===== config.mk =====
export PLATFORM = sky130hd
export DESIGN_NAME = nmea_command_frame_parser_unit_flat
export DESIGN_NICKNAME = d
export VERILOG_FILES = /design/src/hdl/ncfp_pkg.sv /design/src/hdl/ncfp_if.sv /design/src/hdl/ncfp_frame.sv /design/src/hdl/nmea_command_frame_parser_unit.sv /design/src/flat_wrapper.sv
export SDC_FILE = /design/constraint.sdc
export NUM_CORES = 1
export LEC_CHECK = 0
export ABC_AREA = 1
export BUFFER_PORTS_ARGS = -buffer_cell sky130_fd_sc_hd__buf_2
export CAP_MARGIN = 5
export CORE_UTILIZATION = 50
export CTS_CLUSTER_DIAMETER = 120
export DETAILED_ROUTE_END_ITERATION = 8
export GPL_ROUTABILITY_DRIVEN = 0
export HOLD_SLACK_MARGIN = 0.08
export PLACE_DENSITY = 0.67
export SYNTH_ARGS = -nofsm -noshare
export SYNTH_HDL_FRONTEND = slang
export SYNTH_SLANG_ARGS = --single-unit

===== constraint.sdc =====
create_clock -name clk -period 9.5 [get_ports clk]
set_clock_uncertainty 0.05 [all_clocks]
set_input_delay 1.425 -clock clk [delete_from_list [all_inputs] [get_ports clk]]
set_output_delay 1.425 -clock clk [all_outputs]
set_load 0.05 [all_outputs]

===== src/hdl/ncfp_pkg.sv =====
// Shared types and constants for the NMEA command frame parser.
// No dependencies; every other file of the block but ncfp_if.sv refers to this package.
package ncfp_pkg;

  localparam int unsigned MAX_FRAME_DEF = 200;

  // Character codes used by the frame syntax.
  localparam logic [7:0] CH_DOLLAR = 8'h24;
  localparam logic [7:0] CH_STAR   = 8'h2A;
  localparam logic [7:0] CH_LF     = 8'h0A;
  localparam logic [7:0] CH_CR     = 8'h0D;
  localparam logic [7:0] CH_COMMA  = 8'h2C;
  localparam logic [7:0] CH_PLUS   = 8'h2B;
  localparam logic [7:0] CH_MINUS  = 8'h2D;
  localparam logic [7:0] CH_SPACE  = 8'h20;
  localparam logic [7:0] CH_TAB    = 8'h09;
  localparam logic [7:0] CH_ZERO   = 8'h30;
  localparam logic [7:0] CH_NINE   = 8'h39;
  localparam logic [7:0] CH_UA     = 8'h41;
  localparam logic [7:0] CH_UF     = 8'h46;
  localparam logic [7:0] CH_LA     = 8'h61;
  localparam logic [7:0] CH_LF_HEX = 8'h66;

  // Command words, first character in the low byte.
  localparam logic [39:0] WORD_HOMEL = 40'h4C_45_4D_4F_48;
  localparam logic [39:0] WORD_HOMER = 40'h52_45_4D_4F_48;
  localparam logic [31:0] WORD_STLF  = 32'h46_4C_54_53;
  localparam logic [31:0] WORD_STRG  = 32'h47_52_54_53;
  localparam logic [31:0] WORD_STAT  = 32'h54_41_54_53;

  typedef enum logic [1:0] {
    ST_OK      = 2'd0,
    ST_BAD_SUM = 2'd1,
    ST_FORMAT  = 2'd2
  } status_t;

  typedef enum logic [2:0] {
    CMD_HOME_LEFT  = 3'd0,
    CMD_HOME_RIGHT = 3'd1,
    CMD_STEP_LEFT  = 3'd2,
    CMD_STEP_RIGHT = 3'd3,
    CMD_STATUS     = 3'd4,
    CMD_UNKNOWN    = 3'd5
  } command_t;

  typedef struct packed {
    logic [1:0]        status;
    logic [2:0]        command;
    logic signed [31:0] speed;
    logic signed [31:0] distance;
    logic [7:0]        computed_sum;
  } result_t;

endpackage


===== src/hdl/ncfp_if.sv =====
// Handshake channel interfaces for the NMEA command frame parser.
// Depends on nothing; the result channel carries the widths of ncfp_pkg::result_t.
interface ncfp_in_if;
  logic       valid;
  logic       ready;
  logic [7:0] rx_byte;

  modport source (output valid, output rx_byte, input ready);
  modport sink   (input valid, input rx_byte, output ready);
endinterface

interface ncfp_out_if;
  logic               valid;
  logic               ready;
  logic [1:0]         status;
  logic [2:0]         command;
  logic signed [31:0] speed;
  logic signed [31:0] distance;
  logic [7:0]         computed_sum;

  modport source (output valid, output status, output command, output speed,
                  output distance, output computed_sum, input ready);
  modport sink   (input valid, input status, input command, input speed,
                  input distance, input computed_sum, output ready);
  modport mon    (input valid, input ready, input status, input command, input speed,
                  input distance, input computed_sum);
endinterface


===== src/hdl/ncfp_frame.sv =====
// Frame state and per-byte update of the NMEA command frame parser.
// Depends on ncfp_pkg for character codes, command words and the result type.
module ncfp_frame #(
  parameter int unsigned MAX_FRAME = ncfp_pkg::MAX_FRAME_DEF
) (
  input  logic              clk,
  input  logic              rst_n,
  input  logic              step,
  input  logic [7:0]        rx_byte,
  output logic              emit_req,
  output ncfp_pkg::result_t result
);

  localparam int unsigned FLAG_NEG     = 0;
  localparam int unsigned FLAG_STARTED = 1;
  localparam int unsigned FLAG_DONE    = 2;

  typedef enum logic [3:0] {
    SEC_DATA = 4'b0001,
    SEC_HI   = 4'b0010,
    SEC_LO   = 4'b0100,
    SEC_DONE = 4'b1000
  } section_t;

  typedef enum logic [2:0] {
    FLD_CMD   = 3'b001,
    FLD_SPEED = 3'b010,
    FLD_DIST  = 3'b100
  } field_t;

  typedef struct packed {
    logic        in_frame;
    logic [7:0]  len;
    logic [7:0]  xsum;
    section_t    sec;
    logic [7:0]  rsum;
    logic        fbad;
    logic [39:0] head;
    field_t      fld;
    logic [31:0] spd;
    logic [31:0] dst;
    logic [2:0]  nflg;
  } state_t;

  typedef struct packed {
    logic [2:0]  flags;
    logic [31:0] acc;
  } num_t;

  typedef struct packed {
    logic       ok;
    logic [3:0] val;
  } hex_t;

  localparam state_t STATE_CLR = '{
    in_frame: 1'b0, len: 8'd0, xsum: 8'd0, sec: SEC_DATA, rsum: 8'd0, fbad: 1'b0,
    head: 40'd0, fld: FLD_CMD, spd: 32'd0, dst: 32'd0, nflg: 3'd0
  };

  // One character of a decimal field, read the way atoi reads it.
  function automatic num_t num_step(input logic [2:0] flags, input logic [31:0] acc,
                                    input logic [7:0] c);
    num_t        r;
    logic        digit;
    logic [31:0] dval;
    logic [31:0] times10;
    r       = '{flags: flags, acc: acc};
    digit   = (c >= ncfp_pkg::CH_ZERO) && (c <= ncfp_pkg::CH_NINE);
    dval    = {28'd0, c[3:0]};
    times10 = (acc << 3) + (acc << 1);
    if (!flags[FLAG_DONE]) begin
      if (!flags[FLAG_STARTED] &&
          ((c == ncfp_pkg::CH_SPACE) || ((c >= ncfp_pkg::CH_TAB) && (c <= ncfp_pkg::CH_CR)))) begin
        r.flags = flags;
      end else if (!flags[FLAG_STARTED] &&
                   ((c == ncfp_pkg::CH_PLUS) || (c == ncfp_pkg::CH_MINUS))) begin
        r.flags[FLAG_STARTED] = 1'b1;
        if (c == ncfp_pkg::CH_MINUS) r.flags[FLAG_NEG] = 1'b1;
      end else if (!digit) begin
        r.flags[FLAG_DONE] = 1'b1;
      end else begin
        r.flags[FLAG_STARTED] = 1'b1;
        r.acc = flags[FLAG_NEG] ? (times10 - dval) : (times10 + dval);
      end
    end
    return r;
  endfunction

  function automatic hex_t hex_value(input logic [7:0] c);
    hex_t r;
    r = '{ok: 1'b0, val: 4'd0};
    if ((c >= ncfp_pkg::CH_ZERO) && (c <= ncfp_pkg::CH_NINE)) begin
      r = '{ok: 1'b1, val: c[3:0]};
    end else if (((c >= ncfp_pkg::CH_UA) && (c <= ncfp_pkg::CH_UF)) ||
                 ((c >= ncfp_pkg::CH_LA) && (c <= ncfp_pkg::CH_LF_HEX))) begin
      r = '{ok: 1'b1, val: 4'(c[3:0] + 4'd9)};
    end
    return r;
  endfunction

  state_t      state_r;
  state_t      state_nxt;
  logic [7:0]  len_inc;
  logic        fb;
  logic        fmt_err;
  hex_t        hx;
  num_t        nr;

  always_comb begin
    state_nxt = state_r;
    len_inc   = (state_r.len == 8'hFF) ? state_r.len : (state_r.len + 8'd1);
    fb        = state_r.fbad | (len_inc > 8'(MAX_FRAME));
    emit_req  = state_r.in_frame && (rx_byte == ncfp_pkg::CH_LF);
    hx        = hex_value(rx_byte);
    nr        = '{flags: state_r.nflg, acc: 32'd0};

    if (!state_r.in_frame) begin
      if (rx_byte == ncfp_pkg::CH_DOLLAR) begin
        state_nxt          = STATE_CLR;
        state_nxt.in_frame = 1'b1;
        state_nxt.len      = 8'd1;
      end
    end else if (emit_req) begin
      state_nxt = STATE_CLR;
    end else begin
      state_nxt.len  = len_inc;
      state_nxt.fbad = fb;

      // The first five characters after the dollar sign name the command.
      for (int k = 0; k < 5; k++) begin
        if (state_r.len == 8'(k + 1)) state_nxt.head[8*k +: 8] = rx_byte;
      end

      unique case (state_r.sec)
        SEC_DATA: begin
          if (rx_byte == ncfp_pkg::CH_STAR) state_nxt.sec = SEC_HI;
          else state_nxt.xsum = state_r.xsum ^ rx_byte;
        end
        SEC_HI, SEC_LO: begin
          if (!hx.ok) state_nxt.fbad = 1'b1;
          state_nxt.rsum = {state_r.rsum[3:0], hx.val};
          state_nxt.sec  = (state_r.sec == SEC_HI) ? SEC_LO : SEC_DONE;
        end
        SEC_DONE: state_nxt.sec = SEC_DONE;
        default:  state_nxt.sec = SEC_DONE;
      endcase

      unique case (state_r.fld)
        FLD_CMD: begin
          if (rx_byte == ncfp_pkg::CH_COMMA) begin
            state_nxt.fld  = FLD_SPEED;
            state_nxt.nflg = 3'd0;
          end
        end
        FLD_SPEED: begin
          if (rx_byte == ncfp_pkg::CH_COMMA) begin
            state_nxt.fld  = FLD_DIST;
            state_nxt.nflg = 3'd0;
          end else begin
            nr             = num_step(state_r.nflg, state_r.spd, rx_byte);
            state_nxt.nflg = nr.flags;
            state_nxt.spd  = nr.acc;
          end
        end
        FLD_DIST: begin
          if (rx_byte == ncfp_pkg::CH_CR) begin
            state_nxt.nflg[FLAG_DONE] = 1'b1;
          end else begin
            nr             = num_step(state_r.nflg, state_r.dst, rx_byte);
            state_nxt.nflg = nr.flags;
            state_nxt.dst  = nr.acc;
          end
        end
        default: state_nxt.fld = FLD_DIST;
      endcase
    end
  end

  // Result of a frame closed by the current byte.
  always_comb begin
    fmt_err             = fb | (state_r.sec != SEC_DONE);
    result.computed_sum = state_r.xsum;
    result.command      = ncfp_pkg::CMD_UNKNOWN;
    result.speed        = 32'sd0;
    result.distance     = 32'sd0;
    if (fmt_err) result.status = ncfp_pkg::ST_FORMAT;
    else if (state_r.rsum != state_r.xsum) result.status = ncfp_pkg::ST_BAD_SUM;
    else result.status = ncfp_pkg::ST_OK;
    if (result.status == ncfp_pkg::ST_OK) begin
      priority if (state_r.head == ncfp_pkg::WORD_HOMEL) begin
        result.command = ncfp_pkg::CMD_HOME_LEFT;
      end else if (state_r.head == ncfp_pkg::WORD_HOMER) begin
        result.command = ncfp_pkg::CMD_HOME_RIGHT;
      end else if (state_r.head[31:0] == ncfp_pkg::WORD_STLF) begin
        result.command  = ncfp_pkg::CMD_STEP_LEFT;
        result.speed    = state_r.spd;
        result.distance = state_r.dst;
      end else if (state_r.head[31:0] == ncfp_pkg::WORD_STRG) begin
        result.command  = ncfp_pkg::CMD_STEP_RIGHT;
        result.speed    = state_r.spd;
        result.distance = state_r.dst;
      end else if (state_r.head[31:0] == ncfp_pkg::WORD_STAT) begin
        result.command = ncfp_pkg::CMD_STATUS;
      end else begin
        result.command = ncfp_pkg::CMD_UNKNOWN;
      end
    end
  end

  always_ff @(posedge clk) begin
    if (!rst_n) begin
      state_r <= STATE_CLR;
    end else if (step) begin
      state_r <= state_nxt;
    end
  end

endmodule


===== src/hdl/nmea_command_frame_parser_unit.sv =====
// Top level of the NMEA command frame parser: input word register, frame logic, result register.
// Depends on ncfp_pkg, the channel interfaces in ncfp_if.sv and the ncfp_frame module.
// Throughput: one byte word per clock cycle, sustained, as long as results are taken.
// A closing newline is captured in the input word register, then its result word is loaded into
// the result register that drives the output channel; bytes that cause no result only update state.
// Reset: synchronous, active low; clears the frame state and both valid flags.
module nmea_command_frame_parser_unit #(
  parameter int unsigned MAX_FRAME = ncfp_pkg::MAX_FRAME_DEF
) (
  input  logic              clk,
  input  logic              rst_n,
  ncfp_in_if.sink           in_ch,
  ncfp_out_if.source        out_ch
);

  // The input register holds one byte word. It is consumed (a step of the frame
  // logic) whenever it holds a byte, unless that byte closes a frame and the
  // result register is still occupied by a result that has not been taken.
  logic              byte_vld_r;
  logic              byte_vld_nxt;
  logic [7:0]        byte_r;
  logic              in_acc;
  logic              step;
  logic              emit_req;
  logic              out_free;
  logic              out_vld_r;
  logic              out_vld_nxt;
  ncfp_pkg::result_t res;
  ncfp_pkg::result_t res_r;

  assign out_free    = !out_vld_r || out_ch.ready;
  assign step        = byte_vld_r && (!emit_req || out_free);
  assign in_ch.ready = !byte_vld_r || step;
  assign in_acc      = in_ch.valid && in_ch.ready;

  always_comb begin
    byte_vld_nxt = byte_vld_r;
    if (in_acc) byte_vld_nxt = 1'b1;
    else if (step) byte_vld_nxt = 1'b0;
  end

  // The result register is loaded when a closing newline is stepped; a held
  // result stays put until the sink takes it.
  always_comb begin
    out_vld_nxt = out_vld_r;
    if (step && emit_req) out_vld_nxt = 1'b1;
    else if (out_ch.ready) out_vld_nxt = 1'b0;
  end

  always_ff @(posedge clk) begin
    if (!rst_n) begin
      byte_vld_r <= 1'b0;
      out_vld_r  <= 1'b0;
    end else begin
      byte_vld_r <= byte_vld_nxt;
      out_vld_r  <= out_vld_nxt;
    end
  end

  always_ff @(posedge clk) begin
    if (in_acc) byte_r <= in_ch.rx_byte;
    if (step && emit_req) res_r <= res;
  end

  ncfp_frame #(
    .MAX_FRAME (MAX_FRAME)
  ) u_frame (
    .clk      (clk),
    .rst_n    (rst_n),
    .step     (step),
    .rx_byte  (byte_r),
    .emit_req (emit_req),
    .result   (res)
  );

  assign out_ch.valid        = out_vld_r;
  assign out_ch.status       = res_r.status;
  assign out_ch.command      = res_r.command;
  assign out_ch.speed        = res_r.speed;
  assign out_ch.distance     = res_r.distance;
  assign out_ch.computed_sum = res_r.computed_sum;

endmodule


===== src/flat_wrapper.sv =====
// flat-port wrapper written by rule: the top's interface ports become plain ports
module nmea_command_frame_parser_unit_flat 
#(
  parameter int unsigned MAX_FRAME = ncfp_pkg::MAX_FRAME_DEF
)
  (clk, rst_n, in_ch_valid, in_ch_rx_byte, in_ch_ready, out_ch_valid, out_ch_status, out_ch_command, out_ch_speed, out_ch_distance, out_ch_computed_sum, out_ch_ready);
  ncfp_in_if in_ch_i ();
  ncfp_out_if out_ch_i ();
  input  logic clk;
  input  logic rst_n;
  input wire logic [$bits(in_ch_i.valid)-1:0] in_ch_valid;
  input wire logic [$bits(in_ch_i.rx_byte)-1:0] in_ch_rx_byte;
  output wire logic [$bits(in_ch_i.ready)-1:0] in_ch_ready;
  output wire logic [$bits(out_ch_i.valid)-1:0] out_ch_valid;
  output wire logic [$bits(out_ch_i.status)-1:0] out_ch_status;
  output wire logic [$bits(out_ch_i.command)-1:0] out_ch_command;
  output wire logic [$bits(out_ch_i.speed)-1:0] out_ch_speed;
  output wire logic [$bits(out_ch_i.distance)-1:0] out_ch_distance;
  output wire logic [$bits(out_ch_i.computed_sum)-1:0] out_ch_computed_sum;
  input wire logic [$bits(out_ch_i.ready)-1:0] out_ch_ready;
  assign in_ch_i.valid = in_ch_valid;
  assign in_ch_i.rx_byte = in_ch_rx_byte;
  assign in_ch_ready = in_ch_i.ready;
  assign out_ch_valid = out_ch_i.valid;
  assign out_ch_status = out_ch_i.status;
  assign out_ch_command = out_ch_i.command;
  assign out_ch_speed = out_ch_i.speed;
  assign out_ch_distance = out_ch_i.distance;
  assign out_ch_computed_sum = out_ch_i.computed_sum;
  assign out_ch_i.ready = out_ch_ready;
  nmea_command_frame_parser_unit #(.MAX_FRAME(MAX_FRAME)) u_core (.clk(clk), .rst_n(rst_n), .in_ch(in_ch_i), .out_ch(out_ch_i));
endmodule

==> impl_metrics.env <==
export IMPL_grt_pass1_wl_mm=76.3
export IMPL_worstRegToRegCells=14
export IMPL_synth_nets=2706
export IMPL_holdBufCountCts=0
export IMPL_ir_drop_v=0.000160
export IMPL_drc=0
export IMPL_drt_iter0_drc=1212
export IMPL_post_cts_resized=0
export IMPL_antenna_left=0
export IMPL_syn_inst=2612
export IMPL_arrival_ns=2.70
export IMPL_ys_types=53
export IMPL_ys_seq_elements=227
export IMPL_synth_edf_count=85
export IMPL_yosys_warnings=0
export IMPL_dp_hpwl_mm=35.2
export IMPL_vias=16800
export IMPL_hold_path_class="flip-flop to flip-flop"
export IMPL_finalSetupViolations=0
export IMPL_holdWs_ns=0.403
export IMPL_crit_fanout=11
export IMPL_synth_xor_area_share=0.0181
export IMPL_synthMuxAreaShare=0.000592
export IMPL_cts_root_buf="clkbuf_16"
export IMPL_power_leakage_nw=8.20
export IMPL_grt_max_degree=72
export IMPL_synthAdderAreaFrac=0.0634
export IMPL_cpMaxStageDelayCell="edfxtp_1"
export IMPL_min_period_ns=4.17
export IMPL_grtUsageTotal=0.273
export IMPL_hold_end="u_core.out_ch.computed_sum[1]$_DFFE_PP_"
export IMPL_max_stage_delay_ns=0.60
export IMPL_viasPerCell=5.34
export IMPL_synth_area_leaders="nand2_1 21%, dfxtp_1 17%, edfxtp_1 15%"
export IMPL_antenna_found_initial=0
export IMPL_synth_top_family_by_area="simple AND/OR/NAND/NOR gates"
export IMPL_syn_cell_area_um2=16900
export IMPL_grt_overflow_total=0
export IMPL_synthArstFlopShare=0
export IMPL_clock_sinks=227
export IMPL_synth_common_cells="926 x nand2_1, 350 x inv_1, 220 x nor2_1, 218 x nand3_1, 188 x a21oi_1"
export IMPL_coreArea_um2=32900
export IMPL_tightestPinTransition_ns=1.03
export IMPL_drive_above_1_share=0.0902
export IMPL_crit_required_ns=8.03
export IMPL_postCtsSetupBuffers=0
export IMPL_cp_cell_sequence="inv_1, ha_1, inv_1, nor2_1, nand2_1, nor2_1, nand4_1, buf_2"
export IMPL_cts_buffers_inserted=27
export IMPL_wl_mm=46.5
export IMPL_finalSetupTns_ns=0
export IMPL_cap_violations=0
export IMPL_status="finished, final reports clean"
export IMPL_reg2reg_to="u_core.u_frame.state_r[29]$_SDFFE_PN0P_"
export IMPL_synth_most_common_cell="nand2_1"
export IMPL_synth_ff_type="dfxtp_1"
export IMPL_area_growth_syn_to_layout_pct=10.3
export IMPL_hp_start="u_core.u_frame.result[1]$_SDFFE_PN0P_"
export IMPL_r2r_slack_ns=5.54
export IMPL_initial_core_util=0.514
export IMPL_diodes=0
export IMPL_rsz0062_at_grt="no"
export IMPL_end_kind="primary output"
export IMPL_start_kind="flip-flop"
export IMPL_cts_path_max_buffers=3
export IMPL_max_freq_mhz=240
export IMPL_wire_per_inst_um=14.8
export IMPL_r2r_start="u_core.byte_r[0]$_DFFE_PP_"
export IMPL_fp_dieArea_um2=34500
export IMPL_ios=91
export IMPL_finalMaxSlewViolations=0
export IMPL_clk_pin_slew_ns=0.06
export IMPL_hold_path_cell_count=0
export IMPL_relSlewSlack=0.316
export IMPL_fin_crit_sh=0.439
export IMPL_htreeDepth=1
export IMPL_fp_dieW_um=186
export IMPL_synth_largest_area_cell="nand2_1"
export IMPL_yosys_area_share_simple=0.417
export IMPL_hold_viol=0
export IMPL_netlist_area_leader_share=0.206
export IMPL_cts_tree="yes"
export IMPL_crit_type="flip-flop to primary output"
export IMPL_clk_latency_ns=0.56
export IMPL_synth_compound_area_frac=0.0869
export IMPL_first_pass_iters=7
export IMPL_num_rows=66
export IMPL_port_buffer_count=90
export IMPL_grt_pass1_vias=15500
export IMPL_synth_seq_area_share=0.319
export IMPL_nets=2778
export IMPL_die_y_um=186
export IMPL_p_per_area_nw_per_um2=115
export IMPL_syn_area_per_cell_um2=6.47
[critical path: cells and delay by family (launching register included)]
| family | cells | cell delay [ns] |
|---|---|---|
| adder cells (fa/ha/maj) | 1 | 0.23 |
| buffers and inverters | 3 | 0.63 |
| flip-flops | 1 | 0.60 |
| AND/OR/NAND/NOR | 4 | 0.68 |
[cells in the final DEF, fill, tap and decap left out, types with 3 or more instances in the layout]
master / netlist / layout
o31ai_1: 4 / 4
bufinv_16: 0 / 4
a31oi_1: 6 / 6
nand2_2: 7 / 7
nand2_1: 926 / 925
fa_1: 6 / 6
nand4_1: 45 / 45
inv_1: 350 / 349
clkinv_2: 0 / 9
nor3_1: 26 / 26
o211ai_1: 4 / 4
clkinvlp_4: 0 / 4
edfxtp_1: 85 / 85
nor2_2: 7 / 7
xnor2_1: 15 / 15
buf_4: 1 / 5
clkbuf_16: 0 / 27
ha_1: 76 / 76
buf_2: 13 / 90
nor3b_1: 26 / 26
nand3_1: 218 / 218
nor2_1: 220 / 219
dfxtp_1: 142 / 142
nor3b_2: 34 / 34
nor3_2: 11 / 11
a21oi_1: 188 / 188
clkinv_1: 1 / 3
xor2_1: 18 / 18
inv_2: 11 / 10
o21ai_0: 57 / 57
nand3b_1: 16 / 16
nor2_4: 2 / 3
nor4_1: 12 / 12
or2_2: 19 / 19
[area by class of cell]
type,count,area (um2)
tap,442,553
clock buffer,30,707
fill,3315,14200
inverter,362,1360
sequential,227,5400
timing repair buffer,95,488
multi-input combinational,1971,9910
clock inverter,19,224
[per-stage QoR]
stage	util	area [um2]	instances	setup slack, ns	power (mW)
2_1_floorplan	-	16900	2612	5.65	1.06
3_3_place_gp	0.539	17700	3097	5.75	1.08
3_5_place_dp	0.539	17700	3097	5.66	1.08
4_1_cts	0.567	18600	3146	5.33	2.15
5_1_grt	0.567	18600	3146	5.16	2.20
6_report	0.567	18600	3146	5.33	2.14
[sequential cells by signal, indices dropped and copies added (netlist names), 2 cells and up]
signal and cells:
u_core.out_ch.computed_sum 8, u_core.out_ch.distance 32, u_core.u_frame.result 8, u_core.u_frame.state_r 132, u_core.out_ch.status 2, u_core.out_ch.speed 32, u_core.out_ch.command 3, u_core.byte_r 8
[per-layer routing]
layer | GRT usage | vias to the layer above | wire [um]
met5 | 0 | - | 0
met4 | 0.113 | 0 | 1900
met3 | 0.0295 | 100 | 2450
met2 | 0.463 | 515 | 21700
met1 | 0.353 | 7605 | 20500
li1 | - | 8581 | -
[worst max path at each step]
stage / start / end / cells after the start
after floorplan: out_ch_ready / u_core.out_ch.command[0]$_SDFFCE_PP1P_ / 4
after global placement: out_ch_ready / u_core.u_frame.state_r[29]$_SDFFE_PN0P_ / 11
after detailed placement: u_core.byte_r[0]$_DFFE_PP_ / u_core.u_frame.state_r[29]$_SDFFE_PN0P_ / 14
after CTS: u_core.byte_r[0]$_DFFE_PP_ / in_ch_ready / 8
after global routing: u_core.byte_r[0]$_DFFE_PP_ / in_ch_ready / 8
final: u_core.byte_r[0]$_DFFE_PP_ / in_ch_ready / 8
[where the power goes]
part | internal (mW) | switching [mW] | leakage (nW)
sequential | 1.01 | 0.00825 | 1.76
combinational | 0.0114 | 0.0301 | 5.99
clock | 0.648 | 0.436 | 0.452
total | 1.67 | 0.474 | 8.20
[logic make-up after synthesis]
| logic type | count (synthesis) |
|---|---|
| fa+ha+maj | 82 |
| simple gates | 1577 |
| compound gates | 277 |
| buf+inv | 414 |
| mux | 1 |
| flops | 227 |
| xor+xnor | 34 |
(Power assumes the default switching activity.)
